## src/sv/bwfm_pkg.sv

```systemverilog
package bwfm_pkg;

	// default window depth
	localparam int CAPACITY_DEF = 5;

	// fixed field widths
	localparam int ID_W = 16;
	localparam int H_W  = 10;

	// operation codes
	localparam logic FUNC_INSERT = 1'b0;
	localparam logic FUNC_REMOVE = 1'b1;

	// mean quotient magnitude bits, divider bits per cycle and divider steps
	localparam int QW            = 10;
	localparam int DIV_BITS_CYC  = 2;
	localparam int DIV_STEPS     = QW / DIV_BITS_CYC;
	localparam int DSTEP_W       = (DIV_STEPS > 1) ? $clog2(DIV_STEPS) : 1;

endpackage

```

## src/sv/bounded_window_fifo_mean.sv

```systemverilog
// Sliding window of up to CAPACITY entries (identifier plus signed height) with mean.
// Input channel: in_valid / in_stall with func, player_id, height. func insert
// appends an entry, dropping the oldest one first when the window is full;
// func remove pops the oldest entry.
// Output channel: out_valid / out_stall, one result transfer per input transfer.
// An insert returns mean_valid with the mean height rounded half up; a remove
// returns removed_valid with the popped identifier, or empty_error on an empty
// window. Unused result fields read as zero.
// Timing: the block takes one item at a time. in_stall stays high while an
// item is worked on: an insert runs the update state, the divider states and
// the finish state, with a pop state first when the window is full; a remove
// runs the pop and finish states, and a remove that finds the window empty
// only the finish state. The result shows on out_valid at the edge where
// in_stall drops. The restoring divider resolves two quotient bits a cycle.
// The entries live in a ring memory with a registered read port; a running
// sum of the heights is kept in a register.
// Reset clears the window (head, count, sum) and the output valid flag; no
// clearing pass is needed. A stalled result is held in the output register
// while the next item is already taken and worked on; that next result then
// waits, with in_stall high, until the output register is free.
module bounded_window_fifo_mean
	import bwfm_pkg::*;
#(
	parameter int CAPACITY = CAPACITY_DEF
) (
	input  logic                   clk,
	input  logic                   arst_n,
	input  logic                   in_valid,
	output logic                   in_stall,
	input  logic                   func,
	input  logic [ID_W-1:0]        player_id,
	input  logic signed [H_W-1:0]  height,
	output logic                   out_valid,
	input  logic                   out_stall,
	output logic                   mean_valid,
	output logic signed [H_W-1:0]  mean_height,
	output logic                   removed_valid,
	output logic [ID_W-1:0]        removed_id,
	output logic                   empty_error
);

	localparam int IDX_W = (CAPACITY > 1) ? $clog2(CAPACITY) : 1;
	localparam int CNT_W = $clog2(CAPACITY + 1);
	localparam int TW    = CNT_W + 1;
	localparam int SUM_W = H_W + CNT_W;
	localparam int NUM_W = SUM_W + 2;
	localparam int DEN_W = CNT_W + 1;
	localparam int DW    = NUM_W + QW;
	localparam int ENT_W = ID_W + H_W;

	localparam logic [2:0] ST_IDLE = 3'd0;
	localparam logic [2:0] ST_POP  = 3'd1;
	localparam logic [2:0] ST_UPD  = 3'd2;
	localparam logic [2:0] ST_DIV  = 3'd3;
	localparam logic [2:0] ST_FIN  = 3'd4;

	logic [2:0]              state_q;
	logic                    func_q;
	logic [ID_W-1:0]         pid_q;
	logic signed [H_W-1:0]   h_q;
	logic [IDX_W-1:0]        head_q;
	logic [CNT_W-1:0]        count_q;
	logic signed [SUM_W-1:0] sum_q;
	logic [ENT_W-1:0]        rd_q;
	logic [ENT_W-1:0]        ring_mem [CAPACITY];

	logic                    neg_q;
	logic [NUM_W-1:0]        rem_q;
	logic [DW-1:0]           dsh_q;
	logic [QW-1:0]           quo_q;
	logic [DSTEP_W-1:0]      step_q;

	logic                    res_mv_q;
	logic signed [H_W-1:0]   res_mean_q;
	logic                    res_rv_q;
	logic [ID_W-1:0]         res_id_q;
	logic                    res_err_q;

	logic                    out_valid_q;
	logic                    out_mv_q;
	logic signed [H_W-1:0]   out_mean_q;
	logic                    out_rv_q;
	logic [ID_W-1:0]         out_id_q;
	logic                    out_err_q;

	logic                    in_acc;
	logic                    out_acc;
	logic                    out_free;
	logic                    full;
	logic                    empty;
	logic                    wr_en;
	logic [TW-1:0]           tail_w;
	logic [TW-1:0]           tail_m;
	logic [IDX_W-1:0]        wr_addr;
	logic [IDX_W-1:0]        head_inc;
	logic signed [H_W-1:0]   rd_h;
	logic [ID_W-1:0]         rd_id;
	logic signed [SUM_W-1:0] sum_pop;
	logic [CNT_W-1:0]        cnt_n;
	logic signed [SUM_W-1:0] sum_n;
	logic signed [NUM_W-1:0] num_w;
	logic [NUM_W-1:0]        num_mag;
	logic [DEN_W-1:0]        den;
	logic [NUM_W-1:0]        r_nx;
	logic [DW-1:0]           d_nx;
	logic [QW-1:0]           q_nx;
	logic [QW:0]             q_ext;
	logic [QW:0]             mean_w;

	// handshakes
	assign in_stall = (state_q != ST_IDLE);
	assign in_acc   = in_valid && !in_stall;
	assign out_acc  = out_valid_q && !out_stall;
	assign out_free = !out_valid_q || !out_stall;

	assign full  = (count_q == CNT_W'(CAPACITY));
	assign empty = (count_q == '0);

	// slot after the newest entry
	assign tail_w  = TW'(head_q) + TW'(count_q);
	assign tail_m  = (tail_w >= TW'(CAPACITY)) ? (tail_w - TW'(CAPACITY)) : tail_w;
	assign wr_addr = tail_m[IDX_W-1:0];
	assign wr_en   = (state_q == ST_UPD);

	assign head_inc = (head_q == IDX_W'(CAPACITY - 1)) ? '0 : (head_q + 1'b1);

	// popped entry from the ring read data
	assign rd_h    = rd_q[H_W-1:0];
	assign rd_id   = rd_q[ENT_W-1:H_W];
	assign sum_pop = sum_q - {{(SUM_W-H_W){rd_h[H_W-1]}}, rd_h};

	// new sum and rounding numerator 2*sum + count over denominator 2*count
	assign cnt_n   = count_q + 1'b1;
	assign sum_n   = sum_q + {{(SUM_W-H_W){h_q[H_W-1]}}, h_q};
	assign num_w   = {sum_n[SUM_W-1], sum_n, 1'b0} + NUM_W'(cnt_n);
	assign num_mag = num_w[NUM_W-1] ? (~num_w + 1'b1) : num_w;
	assign den     = {cnt_n, 1'b0};

	// restoring divider, two quotient bits a cycle
	always_comb begin
		r_nx = rem_q;
		d_nx = dsh_q;
		q_nx = quo_q;
		for (int k = 0; k < DIV_BITS_CYC; k++) begin
			if (DW'(r_nx) >= d_nx) begin
				r_nx = r_nx - d_nx[NUM_W-1:0];
				q_nx = {q_nx[QW-2:0], 1'b1};
			end else begin
				q_nx = {q_nx[QW-2:0], 1'b0};
			end
			d_nx = d_nx >> 1;
		end
	end

	// floor of the signed quotient from magnitude and remainder
	assign q_ext  = {1'b0, q_nx};
	assign mean_w = neg_q ? ((~q_ext + 1'b1) - (QW+1)'(r_nx != '0)) : q_ext;

	// ring memory, registered read
	always_ff @(posedge clk) begin
		if (wr_en) begin
			ring_mem[wr_addr] <= {pid_q, h_q};
		end
		if (in_acc) begin
			rd_q <= ring_mem[head_q];
		end
	end

	// sequencer and window state
	always_ff @(posedge clk or negedge arst_n) begin
		if (!arst_n) begin
			state_q <= ST_IDLE;
			head_q  <= '0;
			count_q <= '0;
			sum_q   <= '0;
		end else begin
			unique case (state_q)
				ST_IDLE: begin
					if (in_acc) begin
						if (func == FUNC_REMOVE) begin
							state_q <= empty ? ST_FIN : ST_POP;
						end else begin
							state_q <= full ? ST_POP : ST_UPD;
						end
					end
				end
				ST_POP: begin
					sum_q   <= sum_pop;
					head_q  <= head_inc;
					count_q <= count_q - 1'b1;
					state_q <= (func_q == FUNC_REMOVE) ? ST_FIN : ST_UPD;
				end
				ST_UPD: begin
					sum_q   <= sum_n;
					count_q <= cnt_n;
					state_q <= ST_DIV;
				end
				ST_DIV: begin
					if (step_q == '0) begin
						state_q <= ST_FIN;
					end
				end
				ST_FIN: begin
					if (out_free) begin
						state_q <= ST_IDLE;
					end
				end
				default: begin
					state_q <= ST_IDLE;
				end
			endcase
		end
	end

	// item, divider and result payload
	always_ff @(posedge clk) begin
		if (in_acc) begin
			func_q     <= func;
			pid_q      <= player_id;
			h_q        <= height;
			res_mv_q   <= (func == FUNC_INSERT);
			res_mean_q <= '0;
			res_rv_q   <= 1'b0;
			res_id_q   <= '0;
			res_err_q  <= (func == FUNC_REMOVE) && empty;
		end
		if ((state_q == ST_POP) && (func_q == FUNC_REMOVE)) begin
			res_rv_q <= 1'b1;
			res_id_q <= rd_id;
		end
		if (state_q == ST_UPD) begin
			neg_q  <= num_w[NUM_W-1];
			rem_q  <= num_mag;
			dsh_q  <= DW'(den) << (QW - 1);
			quo_q  <= '0;
			step_q <= DSTEP_W'(DIV_STEPS - 1);
		end
		if (state_q == ST_DIV) begin
			rem_q  <= r_nx;
			dsh_q  <= d_nx;
			quo_q  <= q_nx;
			step_q <= step_q - 1'b1;
			if (step_q == '0) begin
				res_mean_q <= mean_w[H_W-1:0];
			end
		end
	end

	// output register
	always_ff @(posedge clk or negedge arst_n) begin
		if (!arst_n) begin
			out_valid_q <= 1'b0;
		end else if ((state_q == ST_FIN) && out_free) begin
			out_valid_q <= 1'b1;
		end else if (out_acc) begin
			out_valid_q <= 1'b0;
		end
	end

	always_ff @(posedge clk) begin
		if ((state_q == ST_FIN) && out_free) begin
			out_mv_q   <= res_mv_q;
			out_mean_q <= res_mean_q;
			out_rv_q   <= res_rv_q;
			out_id_q   <= res_id_q;
			out_err_q  <= res_err_q;
		end
	end

	assign out_valid     = out_valid_q;
	assign mean_valid    = out_mv_q;
	assign mean_height   = out_mean_q;
	assign removed_valid = out_rv_q;
	assign removed_id    = out_id_q;
	assign empty_error   = out_err_q;

endmodule

```

## config.mk

```make
export PLATFORM = sky130hd
export DESIGN_NAME = bounded_window_fifo_mean
export DESIGN_NICKNAME = d
export VERILOG_FILES = /design/src/sv/bwfm_pkg.sv /design/src/sv/bounded_window_fifo_mean.sv
export SDC_FILE = /design/constraint.sdc
export NUM_CORES = 1
export LEC_CHECK = 0
export ABC_CLOCK_PERIOD_IN_PS = 8800
export BUFFER_PORTS_ARGS = -buffer_cell sky130_fd_sc_hd__buf_4
export CORE_UTILIZATION = 45
export CTS_BUF_LIST = sky130_fd_sc_hd__clkbuf_2 sky130_fd_sc_hd__clkbuf_4 sky130_fd_sc_hd__clkbuf_8
export CTS_CLUSTER_DIAMETER = 120
export DETAILED_ROUTE_END_ITERATION = 10
export PLACE_DENSITY = 0.68
export SLEW_MARGIN = 30
export SYNTH_ARGS = -nofsm -noshare
export SYNTH_HDL_FRONTEND = slang
export SYNTH_SLANG_ARGS = --single-unit
```

## constraint.sdc

```tcl
create_clock -name clk -period 8.8 [get_ports clk]
set_clock_uncertainty 0.1 [all_clocks]
set_input_delay 0.88 -clock clk [delete_from_list [all_inputs] [get_ports clk]]
set_output_delay 0.88 -clock clk [all_outputs]
set_load 0.05 [all_outputs]
```

==> impl_metrics.json, run 1 <==
{
  "status": "finished, final reports clean",
  "crit_top_cell": "ha_1",
  "crit_arrival_ns": 7.76,
  "cts_made_buffers": 49,
  "final_common_cell": "edfxtp_1",
  "clk_latency_ns": 0.58,
  "area_growth_syn_to_layout_pct": 13.3,
  "required_ns": 9.20,
  "r2r_setup_slack_ns": 1.44,
  "netlist_area_mm2": 0.0152,
  "fin_hold_ws_ns": 0.124,
  "slew_violations": 0,
  "start_util_pct": 46.2,
  "slowest_delay_ns": 0.64,
  "synth_cell_types": 85,
  "port_buffers": 61,
  "die-height_um": 186,
  "cts_tree": "yes",
  "post-route-period-util_pct": 83.7,
  "placementRows": 66,
  "worst-path-max-fanout": 28,
  "setup_tns_ns": 0,
  "synth_top_cells_by_area": "edfxtp_1, ha_1, mux4_2, dfrtp_1, xnor2_1",
  "ant_nets": 0,
  "vias_per_cell": 5.42,
  "rsz0062_at_grt": "false",
  "cts_buffer_depth": 3,
  "vias": 9456,
  "grt_max_degree": 56,
  "drt-initial-drc-count": 623,
  "cap_viol_max_count": 0,
  "antenna_found_initial": 0,
  "slew_headroom_pct": 43.8,
  "synth_ff_type": "edfxtp_1",
  "num_io_pins": 62,
  "dpl.hpwl_um": 21200,
  "async_reset_ff_share_pct": 7.57,
  "place_ws_ns": 1.53,
  "grt_pass1_vias": 9580,
  "overflow": 0,
  "syn_inst": 1168,
  "postCtsHoldBufs": 0,
  "synth_seq_cells": 304,
  "wl_per_cell_um": 17.9,
  "synth_nets": 1281,
  "tightest_slew_ns": 0.843,
  "critical_path.slowest_cell": "o211ai_4",
  "synth_area_per_cell_um2": 13.0,
  "core_area_mm2": 0.0329,
  "final_cell_mix": "edfxtp_1, nor2_1, ha_1",
  "setup_violations": 0,
  "finalWorstSetupSlack_ns": 1.44,
  "clock-root-buffer": "clkbuf_8",
  "synth_edf_count": 270,
  "finalWirelength_um": 31100,
  "path_clk_slew_ns": 0.06,
  "hold_viol": 0,
  "min_path_type": "primary input to asynchronous set/reset pin",
  "clkSinkCount": 304,
  "gp_congestion": 0.878,
  "yosys_warnings": 0,
  "drc": 0,
  "period_needed_ns": 7.36,
  "synth_top_cell_by_area": "edfxtp_1",
  "die_area_mm2": 0.0345,
  "track_usage_pct": 18.9,
  "max_freq_mhz": 136,
  "die_w_um": 186,
  "critPathCaptureType": "flop",
  "num_antenna_cells": 0,
  "drive_gt1_share_pct": 19.2,
  "htreeDepth": 2,
  "critPathKind": "flop to flop",
  "ys_seq_area_share_pct": 58.6,
  "startpoint_type": "flop",
  "first_pass_iters": 5,
  "postCtsSetupRepairBufs": 0,
  "final_core_util_pct": 52.4,
  "cts_resized": 0,
  "fin_nets": 1375,
  "grt_pass1_wl_um": 50300,
  "synth_top_area_share_pct": 53.3
}
routing by layer:
layer	part of all wire, %	wire (um)	up-vias	global-route usage (%)
met1	46	14300	4619	25.7
met4	2.0	617	0	5.77
met2	48	14900	203	31.0
met5	0	0	-	0
li1	-	-	4589	-
met3	4.2	1320	45	2.93
cell families after synthesis:
kind of cell / count (synthesis) / synth area share (%)
and+or+nand+nor: 312 / 10.5
DFF: 304 / 58.6
AOI/OAI and AO/OA: 221 / 9.66
buffers and inverters: 103 / 2.65
muxes: 83 / 7.88
adders and majority gates: 82 / 7.05
xor gates and xnor gates: 63 / 3.68
through the flow:
stage	cell area [um^2]	std cells
after global routing	17200	1744
after floorplan	15200	1168
after detailed placement	16200	1653
after global placement	16200	1652
after CTS	17200	1744
final	17200	1744
state kept, by name, indices dropped and copies added, names as in the netlist, 3 cells and up:
signal and flops:
step_q 3, pid_q 16, res_mean_q 10, count_q 3, head_q 3, rem_q 15
sum_q 13, removed_id 16, dsh_q 13, res_id_q 16, state_q 3, mean_height 10
rd_q 26, quo_q 8, h_q 10, ring_mem 130
area by class of cell:
| cell class | count | area [um^2] |
|---|---|---|
| fillers | 2881 | 15700 |
| flip-flops and latches | 304 | 8900 |
| multi-input cells | 761 | 5930 |
| clock buffers | 69 | 843 |
| repair buffers | 75 | 571 |
| well taps | 442 | 553 |
| inverters | 71 | 267 |
| clock inverters | 22 | 149 |
critical path, delay by kind of cell (launching register included):
kind                     cells  cell delay (ns)
AO/OA/AOI/OAI               17             3.37
multiplexers                 1             0.26
adder cells (fa/ha/maj)      5             1.32
XOR/XNOR                     1             0.09
flip-flops                   1             0.42
buffers and inverters        3             0.85
AND/OR/NAND/NOR              5             0.87
final timing paths:
path	from	end	cells past startpoint
max in group asynchronous	arst_n	head_q[0]	1
setup reg to reg	rem_q[4]	res_mean_q[9]	32
min in group clk	res_id_q[14]	removed_id[14]	0
hold / removal	arst_n	count_q[1]	1
setup / recovery	rem_q[4]	res_mean_q[9]	32
hold reg to reg	res_id_q[14]	removed_id[14]	0
cell usage after synthesis (13+ instances only):
master / n
nor2_1: 93
a21oi_1: 64
mux2i_1: 26
dfrtp_1: 23
mux2_2: 30
clkbuf_1: 23
xor2_1: 19
edfxtp_1: 270
nand2_1: 68
inv_1: 69
o21ai_0: 47
nor3_1: 26
xnor2_1: 43
nor2b_1: 13
and3_1: 23
ha_1: 76
mux4_2: 26
nand3_1: 17
Power of run 1 is not shown: default switching activity piles up to over one toggle a cycle in this logic, so the estimate is an artifact.
==> run 2: changes to the inputs <==
--- a/config.mk
+++ b/config.mk
@@ -5,7 +5,7 @@
 export SDC_FILE = /design/constraint.sdc
 export NUM_CORES = 1
 export LEC_CHECK = 0
-export ABC_CLOCK_PERIOD_IN_PS = 8800
+export ABC_CLOCK_PERIOD_IN_PS = 7700
 export BUFFER_PORTS_ARGS = -buffer_cell sky130_fd_sc_hd__buf_4
 export CORE_UTILIZATION = 45
 export CTS_BUF_LIST = sky130_fd_sc_hd__clkbuf_2 sky130_fd_sc_hd__clkbuf_4 sky130_fd_sc_hd__clkbuf_8
==> constraint.sdc (replaced) <==
create_clock -name clk -period 7.7 [get_ports clk]
set_clock_uncertainty 0.1 [all_clocks]
set_input_delay 0.77 -clock clk [delete_from_list [all_inputs] [get_ports clk]]
set_output_delay 0.77 -clock clk [all_outputs]
set_load 0.05 [all_outputs]
==> run 2 against run 1 <==
Net effect: fmax rose by 6.4%; cell count about the same; count of clock-buffer cells in the layout increased by 7; cell area is 0.46% higher; hold slack better by 0.12 ns; sequential share of layout area shrank 0.23 points; non-clock buffer count up 2; critical path depth is 1 lower; highest routed layer unchanged; setup slack worse by 0.66 ns; die area did not move.
==> impl_metrics.json, run 2 (synthesis gave the netlist of run 1 again) <==
{
  "setup_violations": 0,
  "slew_headroom_pct": 45.5,
  "fin_nets": 1376,
  "htreeDepth": 2,
  "wl_per_cell_um": 17.8,
  "worst-path-max-fanout": 14,
  "area_growth_syn_to_layout_pct": 13.8,
  "drc": 0,
  "startpoint_type": "flop",
  "final_common_cell": "edfxtp_1",
  "num_antenna_cells": 0,
  "period_needed_ns": 6.92,
  "placementRows": 66,
  "cap_viol_max_count": 0,
  "drive_gt1_share_pct": 20.0,
  "track_usage_pct": 18.7,
  "grt_pass1_wl_um": 50200,
  "crit_buf_inv": 2,
  "overflow": 0,
  "grt_max_degree": 56,
  "vias": 9370,
  "crit_arrival_ns": 7.33,
  "gp_congestion": 0.863,
  "die_w_um": 186,
  "finalWirelength_um": 31000,
  "max_freq_mhz": 144,
  "port_buffers": 61,
  "setup_tns_ns": 0,
  "critPathKind": "flop to flop",
  "largestRegisters": "ring_mem x130, rd_q x26",
  "core_area_mm2": 0.0329,
  "cpLargestDelayFamily": "compound AO/OA/AOI/OAI gates",
  "grt_pass1_vias": 9565,
  "path_clk_slew_ns": 0.07,
  "slew_violations": 0,
  "vias_per_cell": 5.37,
  "die-height_um": 186,
  "ant_nets": 0,
  "clkSinkCount": 304,
  "regMostFlops": "ring_mem",
  "antenna_found_initial": 0,
  "dpl.hpwl_um": 21300,
  "largest_register_ffs": 130,
  "cts_tree": "yes",
  "num_io_pins": 62,
  "crit_top_cell": "ha_1",
  "clk_latency_ns": 0.59,
  "final_cell_mix": "edfxtp_1, nor2_1, ha_1",
  "critPathCaptureType": "flop",
  "drt-initial-drc-count": 526,
  "cts_made_buffers": 48,
  "hold_viol": 0,
  "first_pass_iters": 5,
  "required_ns": 8.11,
  "die_area_mm2": 0.0345,
  "tightest_slew_ns": 0.816,
  "start_util_pct": 46.2,
  "status": "finished, final reports clean",
  "rsz0062_at_grt": "false",
  "cts_buffer_depth": 3,
  "postCtsSetupRepairBufs": 0,
  "clock-root-buffer": "clkbuf_8",
  "critical_path.slowest_cell": "o32a_1",
  "slowest_delay_ns": 0.43,
  "min_path_type": "primary input to flop",
  "post-route-period-util_pct": 89.9
}
==> run 2: cell count changes in the layout (fill, tap and decap cells not counted), sizes merged <==
cell,before,now
clkinv,20,10
inv,72,73
clkbuf,69,76
buf,75,76
clkinvlp,0,1
dlygate4sd3,0,1
==> run 2: what timing repair did <==
action | CTS | global route
gates resized for setup | 0 | 0
hold endpoints to repair | 12 | 0
hold buffers | 1 | 0
==> run 2: routing by layer <==
| layer | vias up | global-route usage, % | wire, um | share of wire (%) |
|---|---|---|---|---|
| li1 | 4588 | - | - | - |
| met1 | 4504 | 25.3 | 14100 | 45 |
| met2 | 218 | 31.1 | 14900 | 48 |
| met3 | 60 | 2.84 | 1340 | 4.3 |
| met4 | 0 | 5.54 | 681 | 2.2 |
| met5 | - | 0 | 0 | 0 |
==> run 2: through the flow <==
step                      area, um^2  worst slack, ns  hold slack (ns)  cells  utilization, %
after global routing           17300            0.204            0.209   1745            52.6
final                          17300            0.779            0.248   1745            52.6
after CTS                      17300            0.776            0.216   1745            52.6
after floorplan                15200             1.30            0.300   1168               -
after global placement         16200            0.811            0.301   1653            49.3
after detailed placement       16200            0.743            0.307   1654            49.4
==> run 2: cell type report <==
| class | instances | area [um^2] |
|---|---|---|
| Timing Repair Buffer | 77 | 601 |
| Sequential cell | 304 | 8910 |
| Multi-Input combinational cell | 761 | 5930 |
| Tap cell | 442 | 553 |
| Inverter | 71 | 267 |
| Clock inverter | 14 | 125 |
| Clock buffer | 76 | 915 |
| Fill cell | 2882 | 15600 |
==> run 2: path summary, 6_finish.rpt <==
check | slack (ns) | depth (start not counted) | to | startpoint
hold reg to reg | 0.32 | 0 | removed_id[15] | res_id_q[15]
hold / removal | 0.25 | 1 | h_q[4] | height[4]
max in group asynchronous | 6.65 | 2 | state_q[2] | arst_n
min in group asynchronous | 0.53 | 2 | sum_q[0] | arst_n
setup reg to reg | 0.78 | 31 | res_mean_q[9] | rem_q[2]
setup / recovery | 0.78 | 31 | res_mean_q[9] | rem_q[2]
Power of run 2 is left out for the same reason.
